$ cat src/rtl/uqpd_pkg.sv
// Package with shared types, codes and helpers of the URL query parameter decoder.
package uqpd_pkg;

    // Result kinds as seen on the result channel.
    typedef enum logic [2:0] {
        KIND_KEY      = 3'd0,
        KIND_VALUE    = 3'd1,
        KIND_KEPT     = 3'd2,
        KIND_DROPPED  = 3'd3,
        KIND_DONE_OK  = 3'd4,
        KIND_DONE_ERR = 3'd5
    } kind_t;

    typedef enum logic [1:0] {
        ESC_NONE = 2'd0,
        ESC_HIGH = 2'd1,
        ESC_LOW  = 2'd2
    } esc_phase_t;

    // Configuration register indexes.
    localparam int CFG_IDX_W = 1;
    localparam logic [CFG_IDX_W-1:0] CFG_DECODE_ESCAPES = 1'd0;
    localparam logic [CFG_IDX_W-1:0] CFG_IGNORE_CR      = 1'd1;

    // Depth of the result queue; a power of two, at least two, so the pointers wrap cleanly.
    localparam int RES_DEPTH = 4;

    // Characters with a meaning of their own.
    localparam logic [7:0] CH_NUL     = 8'h00;
    localparam logic [7:0] CH_EQUALS  = 8'h3d;
    localparam logic [7:0] CH_AMP     = 8'h26;
    localparam logic [7:0] CH_PERCENT = 8'h25;
    localparam logic [7:0] CH_PLUS    = 8'h2b;
    localparam logic [7:0] CH_SPACE   = 8'h20;
    localparam logic [7:0] CH_CR      = 8'h0d;

    typedef struct packed {
        kind_t      kind;
        logic [7:0] data_byte;
        logic       run_last;
    } result_t;

    typedef struct packed {
        logic       in_key_mode;
        logic       key_nonempty;
        esc_phase_t escape_phase;
        logic [3:0] high_nibble;
        logic       error_seen;
    } dec_state_t;

    localparam dec_state_t STATE_RESET = '{
        in_key_mode:  1'b1,
        key_nonempty: 1'b0,
        escape_phase: ESC_NONE,
        high_nibble:  4'd0,
        error_seen:   1'b0
    };

    typedef struct packed {
        logic decode_escapes;
        logic ignore_cr;
    } dec_cfg_t;

    // Uppercase hex digit: bit 4 flags a valid digit, bits 3:0 carry its value.
    function automatic logic [4:0] hex_digit(input logic [7:0] ch);
        logic [4:0] res;
        begin
            res = 5'd0;
            if (ch >= 8'h30 && ch <= 8'h39)
            begin
                res = {1'b1, ch[3:0]};
            end
            else if (ch >= 8'h41 && ch <= 8'h46)
            begin
                res = {1'b1, ch[3:0] + 4'd9};
            end
            return res;
        end
    endfunction

endpackage

$ cat src/rtl/uqpd_if.sv
// Handshake interfaces for the text, result and configuration channels.
interface uqpd_text_if;
    logic       valid;
    logic       ready;
    logic [7:0] text_byte;

    modport source (output valid, output text_byte, input ready);
    modport sink   (input valid, input text_byte, output ready);
endinterface

interface uqpd_result_if;
    logic       valid;
    logic       ready;
    logic [2:0] kind;
    logic [7:0] data_byte;
    logic       run_last;

    modport source (output valid, output kind, output data_byte, output run_last, input ready);
    modport sink   (input valid, input kind, input data_byte, input run_last, output ready);
endinterface

interface uqpd_cfg_if;
    logic       valid;
    logic       ready;
    logic [0:0] index;
    logic [0:0] data;

    modport source (output valid, output index, output data, input ready);
    modport sink   (input valid, input index, input data, output ready);
endinterface

$ cat src/rtl/uqpd_step.sv
// Per-byte decode: next parser state and up to two results for one text byte.
module uqpd_step (
    input  uqpd_pkg::dec_state_t state,
    input  uqpd_pkg::dec_cfg_t   cfg,
    input  logic [7:0]           text_byte,
    output uqpd_pkg::dec_state_t state_next,
    output logic [1:0]           res_count,
    output uqpd_pkg::result_t    res0,
    output uqpd_pkg::result_t    res1
);
    import uqpd_pkg::*;

    logic [4:0] digit;
    logic [7:0] esc_value;

    assign digit     = hex_digit(text_byte);
    assign esc_value = {state.high_nibble, digit[3:0]};

    always_comb
    begin
        state_next = state;
        res_count  = 2'd0;
        res0       = '{kind: KIND_KEY, data_byte: 8'd0, run_last: 1'b0};
        res1       = '{kind: KIND_KEY, data_byte: 8'd0, run_last: 1'b0};

        priority if (text_byte == CH_NUL)
        begin
            if (state.error_seen)
            begin
                res0.kind = KIND_DONE_ERR;
                res_count = 2'd1;
            end
            else
            begin
                res0.kind = state.key_nonempty ? KIND_KEPT : KIND_DROPPED;
                res1.kind = KIND_DONE_OK;
                res_count = 2'd2;
            end
            state_next = STATE_RESET;
        end
        else if (state.error_seen)
        begin
            // swallow everything up to the terminator
        end
        else if (state.escape_phase == ESC_HIGH)
        begin
            if (!digit[4])
            begin
                state_next.error_seen   = 1'b1;
                state_next.escape_phase = ESC_NONE;
            end
            else
            begin
                state_next.high_nibble  = digit[3:0];
                state_next.escape_phase = ESC_LOW;
            end
        end
        else if (state.escape_phase == ESC_LOW)
        begin
            state_next.escape_phase = ESC_NONE;
            state_next.high_nibble  = 4'd0;
            if (!digit[4])
            begin
                state_next.error_seen = 1'b1;
            end
            else if (!(esc_value == CH_CR && cfg.ignore_cr))
            begin
                res0.kind      = state.in_key_mode ? KIND_KEY : KIND_VALUE;
                res0.data_byte = esc_value;
                res_count      = 2'd1;
                if (state.in_key_mode)
                begin
                    state_next.key_nonempty = 1'b1;
                end
            end
        end
        else if (text_byte == CH_EQUALS)
        begin
            state_next.in_key_mode = 1'b0;
        end
        else if (text_byte == CH_AMP)
        begin
            res0.kind               = state.key_nonempty ? KIND_KEPT : KIND_DROPPED;
            res_count               = 2'd1;
            state_next.key_nonempty = 1'b0;
            state_next.in_key_mode  = 1'b1;
        end
        else if (text_byte == CH_PERCENT && cfg.decode_escapes)
        begin
            state_next.escape_phase = ESC_HIGH;
            state_next.high_nibble  = 4'd0;
        end
        else
        begin
            res0.kind      = state.in_key_mode ? KIND_KEY : KIND_VALUE;
            res0.data_byte = (text_byte == CH_PLUS) ? CH_SPACE : text_byte;
            res_count      = 2'd1;
            if (state.in_key_mode)
            begin
                state_next.key_nonempty = 1'b1;
            end
        end

        // Flag the last result of this byte.
        if (res_count == 2'd2)
        begin
            res1.run_last = 1'b1;
        end
        else if (res_count == 2'd1)
        begin
            res0.run_last = 1'b1;
        end
    end

endmodule

$ cat src/rtl/url_query_param_decoder.sv
// Top level of the URL query parameter decoder: input register, decode, result queue.
// An accepted byte waits in the input register until it is decoded into the result queue.
// Throughput: one text byte per cycle when not held off; a terminator's two results take an
// extra result transaction. Input is held off only when the queue lacks room for two results.
// Reset (rst_n low, asynchronous): parser back to key mode with no escape or error, queue empty,
//   decode_escapes reset to 1 and ignore_cr to 0.
module url_query_param_decoder (
    input  logic               clk,
    input  logic               rst_n,
    uqpd_text_if.sink          text,
    uqpd_result_if.source      result,
    uqpd_cfg_if.sink           cfg
);
    import uqpd_pkg::*;

    localparam int PTR_W = $clog2(RES_DEPTH);
    localparam int CNT_W = $clog2(RES_DEPTH + 1);

    // Configuration registers
    logic decode_escapes_reg;
    logic ignore_cr_reg;
    dec_cfg_t dec_cfg;

    // Input register stage
    logic       in_valid_reg;
    logic       in_valid_next;
    logic [7:0] in_byte_reg;

    // Parser state
    dec_state_t state_reg;
    dec_state_t state_next;

    // Decode outputs
    logic [1:0] res_count;
    result_t    res0;
    result_t    res1;

    // Result queue
    result_t            res_mem [RES_DEPTH];
    logic [PTR_W-1:0]   wr_ptr_reg;
    logic [PTR_W-1:0]   rd_ptr_reg;
    logic [CNT_W-1:0]   count_reg;
    logic [CNT_W-1:0]   count_next;

    logic text_take;
    logic advance;
    logic pop;

    assign dec_cfg = '{decode_escapes: decode_escapes_reg, ignore_cr: ignore_cr_reg};

    // Configuration writes are always taken.
    assign cfg.ready = 1'b1;

    always_ff @(posedge clk or negedge rst_n)
    begin
        if (!rst_n)
        begin
            decode_escapes_reg <= 1'b1;
            ignore_cr_reg      <= 1'b0;
        end
        else if (cfg.valid)
        begin
            unique case (cfg.index)
                CFG_DECODE_ESCAPES: decode_escapes_reg <= cfg.data[0];
                CFG_IGNORE_CR:      ignore_cr_reg      <= cfg.data[0];
                default:            ;
            endcase
        end
    end

    // Advance the input register only when the queue can absorb the worst case of two results.
    assign advance   = in_valid_reg && (count_reg <= CNT_W'(RES_DEPTH - 2));
    assign text.ready = !in_valid_reg || advance;
    assign text_take = text.valid && text.ready;
    assign pop       = result.valid && result.ready;

    always_comb
    begin
        in_valid_next = in_valid_reg;
        if (text_take)
        begin
            in_valid_next = 1'b1;
        end
        else if (advance)
        begin
            in_valid_next = 1'b0;
        end
    end

    always_ff @(posedge clk or negedge rst_n)
    begin
        if (!rst_n)
        begin
            in_valid_reg <= 1'b0;
        end
        else
        begin
            in_valid_reg <= in_valid_next;
        end
    end

    always_ff @(posedge clk)
    begin
        if (text_take)
        begin
            in_byte_reg <= text.text_byte;
        end
    end

    uqpd_step u_step (
        .state      (state_reg),
        .cfg        (dec_cfg),
        .text_byte  (in_byte_reg),
        .state_next (state_next),
        .res_count  (res_count),
        .res0       (res0),
        .res1       (res1)
    );

    always_ff @(posedge clk or negedge rst_n)
    begin
        if (!rst_n)
        begin
            state_reg <= STATE_RESET;
        end
        else if (advance)
        begin
            state_reg <= state_next;
        end
    end

    // Push up to two results per byte; pop one per result transaction.
    always_ff @(posedge clk)
    begin
        if (advance && res_count != 2'd0)
        begin
            res_mem[wr_ptr_reg] <= res0;
        end
        if (advance && res_count == 2'd2)
        begin
            res_mem[wr_ptr_reg + PTR_W'(1)] <= res1;
        end
    end

    always_comb
    begin
        count_next = count_reg;
        if (advance)
        begin
            count_next = count_next + CNT_W'(res_count);
        end
        if (pop)
        begin
            count_next = count_next - CNT_W'(1);
        end
    end

    always_ff @(posedge clk or negedge rst_n)
    begin
        if (!rst_n)
        begin
            wr_ptr_reg <= '0;
            rd_ptr_reg <= '0;
            count_reg  <= '0;
        end
        else
        begin
            if (advance)
            begin
                wr_ptr_reg <= wr_ptr_reg + PTR_W'(res_count);
            end
            if (pop)
            begin
                rd_ptr_reg <= rd_ptr_reg + PTR_W'(1);
            end
            count_reg <= count_next;
        end
    end

    // Head of the queue drives the result channel.
    assign result.valid     = (count_reg != '0);
    assign result.kind      = res_mem[rd_ptr_reg].kind;
    assign result.data_byte = res_mem[rd_ptr_reg].data_byte;
    assign result.run_last  = res_mem[rd_ptr_reg].run_last;

endmodule

$ cat src/flat_wrapper.sv
// flat-port wrapper written by rule: the top's interface ports become plain ports
module url_query_param_decoder_flat import uqpd_pkg::*;
  (clk, rst_n, text_valid, text_text_byte, text_ready, result_valid, result_kind, result_data_byte, result_run_last, result_ready, cfg_valid, cfg_index, cfg_data, cfg_ready);
  uqpd_text_if text_i ();
  uqpd_result_if result_i ();
  uqpd_cfg_if cfg_i ();
  input  logic clk;
  input  logic rst_n;
  input wire logic [$bits(text_i.valid)-1:0] text_valid;
  input wire logic [$bits(text_i.text_byte)-1:0] text_text_byte;
  output wire logic [$bits(text_i.ready)-1:0] text_ready;
  output wire logic [$bits(result_i.valid)-1:0] result_valid;
  output wire logic [$bits(result_i.kind)-1:0] result_kind;
  output wire logic [$bits(result_i.data_byte)-1:0] result_data_byte;
  output wire logic [$bits(result_i.run_last)-1:0] result_run_last;
  input wire logic [$bits(result_i.ready)-1:0] result_ready;
  input wire logic [$bits(cfg_i.valid)-1:0] cfg_valid;
  input wire logic [$bits(cfg_i.index)-1:0] cfg_index;
  input wire logic [$bits(cfg_i.data)-1:0] cfg_data;
  output wire logic [$bits(cfg_i.ready)-1:0] cfg_ready;
  assign text_i.valid = text_valid;
  assign text_i.text_byte = text_text_byte;
  assign text_ready = text_i.ready;
  assign result_valid = result_i.valid;
  assign result_kind = result_i.kind;
  assign result_data_byte = result_i.data_byte;
  assign result_run_last = result_i.run_last;
  assign result_i.ready = result_ready;
  assign cfg_i.valid = cfg_valid;
  assign cfg_i.index = cfg_index;
  assign cfg_i.data = cfg_data;
  assign cfg_ready = cfg_i.ready;
  url_query_param_decoder u_core (.clk(clk), .rst_n(rst_n), .text(text_i), .result(result_i), .cfg(cfg_i));
endmodule
$ cat config.mk
export PLATFORM = sky130hd
export DESIGN_NAME = url_query_param_decoder_flat
export DESIGN_NICKNAME = d
export VERILOG_FILES = /design/src/rtl/uqpd_pkg.sv /design/src/rtl/uqpd_if.sv /design/src/rtl/uqpd_step.sv /design/src/rtl/url_query_param_decoder.sv /design/src/flat_wrapper.sv
export SDC_FILE = /design/constraint.sdc
export NUM_CORES = 1
export LEC_CHECK = 0
export ABC_AREA = 1
export BUFFER_PORTS_ARGS = -buffer_cell sky130_fd_sc_hd__buf_2
export CAP_MARGIN = 0
export CORE_MARGIN = 2
export CORE_UTILIZATION = 57
export CTS_BUF_LIST = sky130_fd_sc_hd__clkbuf_8
export CTS_CLUSTER_SIZE = 12
export DETAILED_ROUTE_END_ITERATION = 7
export MAX_ROUTING_LAYER = met4
export PLACE_DENSITY_LB_ADDON = 0.1
export SETUP_SLACK_MARGIN = 0.02
export SLEW_MARGIN = 20
export SYNTH_ARGS = -nofsm -noshare
export SYNTH_HDL_FRONTEND = slang
export SYNTH_HIERARCHICAL = 1
export SYNTH_SLANG_ARGS = --single-unit
$ cat constraint.sdc
create_clock -name clk -period 3.1 [get_ports clk]
set_input_delay 0.155 -clock clk [delete_from_list [all_inputs] [get_ports clk]]
set_output_delay 0.155 -clock clk [all_outputs]
set_load 0.02 [all_outputs]
==> impl_metrics.csv <==
group,metric,value,unit
routing,ant_nets,0,
floorplanning,coreArea,0.00813,mm2
sta,setup_viol,2,
global_routing,grt_pass1_vias,4012,
routing,routed_wl,11900,um
setup_path,cp_num_buf_inv,2,
global_routing,grt.overflow.total,0,
setup_path,startpoint_type,"flip-flop",
pwr,power.leakage,2.53,nW
floorplanning,die_x,95.0,um
flow_run,drv_cap,0,
sta,fin_crit,3210,ps
setup_path,cp_max_fo,6,
floorplanning,num_rows,33,
clocking,clk_latency,350,ps
finish,finish.net_count,694,
global_routing,grt_first_pass_wirelength,19300,um
pwr,peakVddDrop,370,uV
place,dp.final_hpwl,8010,um
setup_path,cpPeakStageDelay,540,ps
sta,finalClockSkew,11.0,ps
sta,worst_slack,-111,ps
pwr,power,4.99,mW
routing,drc,0,
logic_synthesis,synth_ff_type,"edfxtp_1",
logic_synthesis,synth_warnings,6,
setup_path,cp-end-kind,"flip-flop",
logic_synthesis,syn_avg_cell_area,7.80,um2
clocking,cts_tree,"yes",
routing,drtPass1Iterations,5,
global_routing,antenna_found_initial,0,
finish,layout_commonest_cell,"nand2_1",
setup_path,critical_path_class,"reg -> reg",
clocking,cts_root_buf,"clkbuf_8",
logic_synthesis,synth_seq_area_share,45.8,%
clocking,clockBufferDepth,2,
floorplanning,fp.dieH,95.0,um
setup_path,path_cells,"inv_2, nand3_2, a21oi_4, nand4_1, nand3_2, nor2_2, nand2_2, nand2_2, nand2_4, nand2_4, o22ai_4, ha_4, inv_2, fa_1, nand3_2, nand2_1, ha_1, or2_4, nand2_2",
finish,final_cell_mix,"nand2_1, edfxtp_1, nor2_1",
logic_synthesis,synth_area,0.00472,mm2
routing,vias,4279,
finish,drive_gt1_share,22.8,%
clocking,cts_max_level,3,
place,gp_congestion,0.949,
floorplanning,die_area,0.00902,mm2
sta,rsz0062_at_grt,"yes",
logic_synthesis,ys_ff_latch,75,
logic_synthesis,synth-async-reset-ratio,25.3,%
finish,syn_to_final_growth,18.1,%
sta,finalMaxSlewViolations,0,
pwr,power_density,896,mW/mm2
logic_synthesis,synthCells,605,
sta,slew_headroom,45.8,%
routing,vias_per_cell,5.49,
sta,worst_pin_slew,812,ps
global_routing,grt_max_degree,27,
clocking,cts_buffers,9,
clocking,clkSinkCount,75,
floorplanning,start_util,58.0,%
setup_path,crit_family,"simple AND/OR/NAND/NOR gates",
setup_path,critical-path-slowest-cell,"fa_1",
finish,post-route-util,68.5,%
place,portBuffers,28,
finish,fin_cells,780,
setup_path,arrival,3500,ps
clocking,path_clk_slew,80,ps
logic_synthesis,synth-edff-count,56,
sta,period_share,104,%
logic_synthesis,yosysUniqueCellTypes,42,
outcome,violations,"negative setup slack",
hold_path,hold_class,"in -> reg",
finish,antennaDiodeCount,0,
routing,drt_iter0_drc,279,
finish,largest_reg_flops,48,
sta,max_freq,0.311,GHz
setup_path,worstPathRequired,3390,ps
floorplanning,io_pins,30,
outcome,status,"finished with violations",
sta,hold_slack,12.9,ps
routing,routedWlPerCell,15.3,um
global_routing,track_usage,28.9,%
place,dp_cells,744,
sta,final_hold_viol_count,0,
## logic make-up after synthesis
group / count (synthesis) / share of synthesized area (%)
AO/OA/AOI/OAI: 84 / 10.1
XOR/XNOR: 3 / 0.557
adder cells (fa/ha/maj): 9 / 2.55
buffers and inverters: 85 / 8.88
flip-flops: 75 / 45.8
other: 2 / 0.159
AND/OR/NAND/NOR: 347 / 32.0
## cell type report
cell class	count	area, um2
Timing Repair Buffer	82	594
Inverter	48	180
Multi-Input combinational cell	454	2340
Clock buffer	9	124
Fill cell	632	2560
Sequential cell	75	2160
Clock inverter	7	46.3
Tap cell	105	131
## layer usage
layer | global-route usage (%) | part of all wire (%) | up-vias
met1 | 34.4 | 42 | 2009
met5 | - | 0 | -
li1 | - | - | 2098
met4 | 9.66 | 2.5 | 0
met3 | 4.95 | 5.1 | 23
met2 | 49.8 | 50 | 149
## repair_timing
action / in CTS / in global routing
gates resized for setup: 4 / 23
hold buffers: 10 / 0
endpoints found under the hold margin: 26 / 0
buffers inserted: 7 / 4
pin swaps: 16 / 13
setup endpoints to repair: 2 / 98
## cell usage after synthesis, types with 3 or more instances
| cell type | count | share of area, % |
|---|---|---|
| nand2_1 | 223 | 18 |
| edfxtp_1 | 56 | 36 |
| nor2_1 | 52 | 4.1 |
| inv_1 | 41 | 3.3 |
| o21ai_0 | 39 | 4.1 |
| nand3_1 | 29 | 3.1 |
| dfrtp_1 | 17 | 9.0 |
| a21oi_1 | 16 | 1.7 |
| buf_4 | 16 | 2.5 |
| o22ai_1 | 13 | 1.7 |
| clkbuf_1 | 9 | 0.72 |
| buf_2 | 8 | 0.85 |
| ha_1 | 8 | 2.1 |
| nand4_1 | 8 | 1.1 |
| inv_2 | 7 | 0.56 |
| nand2_2 | 7 | 0.93 |
| nor3_1 | 7 | 0.74 |
| nor2_4 | 6 | 1.4 |
| a31oi_1 | 5 | 0.66 |
| buf_6 | 4 | 0.95 |
| nor2_2 | 4 | 0.53 |
| nor3_2 | 3 | 0.64 |
## final timing paths
| path | from | to | slack, ps | cells past startpoint |
|---|---|---|---|---|
| max in group asynchronous | rst_n | u_core/decode_escapes_reg$_DFFE_PN1P_ | 2470 | 2 |
| worst max register to register | u_core/in_byte_reg[3]$_DFFE_PP_ | u_core/count_reg[1]$_DFF_PN0_ | -110 | 19 |
| worst min-delay path | text_valid | u_core/in_valid_reg$_DFFE_PN0P_ | 10 | 3 |
| worst max-delay path | u_core/in_byte_reg[3]$_DFFE_PP_ | u_core/count_reg[1]$_DFF_PN0_ | -110 | 19 |
| min in group asynchronous | rst_n | u_core/state_reg[7]$_DFFE_PN0N_ | 280 | 2 |
| worst min register to register | u_core/state_reg[8]$_DFFE_PN1N_ | u_core/state_reg[8]$_DFFE_PN1N_ | 510 | 2 |
## stage by stage
| stage | setup TNS [ps] | cell area [um2] | setup slack, ps |
|---|---|---|---|
| 6_report | -196 | 5570 | -111 |
| 5_1_grt | -578 | 5570 | -268 |
| 4_1_cts | 0 | 5460 | 17.0 |
| 3_5_place_dp | -108 | 5120 | -59.6 |
| 3_3_place_gp | 0 | 5120 | 28.3 |
| 2_1_floorplan | -216 | 4820 | -127 |
## report_power, final
part / internal (mW) / switching, mW / total (mW)
Clock: 0.289 / 0.379 / 0.668
Combinational: 0.960 / 1.70 / 2.66
Sequential: 1.45 / 0.211 / 1.66
## tightest hold or removal path: stages
cell and delay (ps):
buf_2 80, inv_1 40, nand2_1 50
Power figures use the tool's default switching activity.
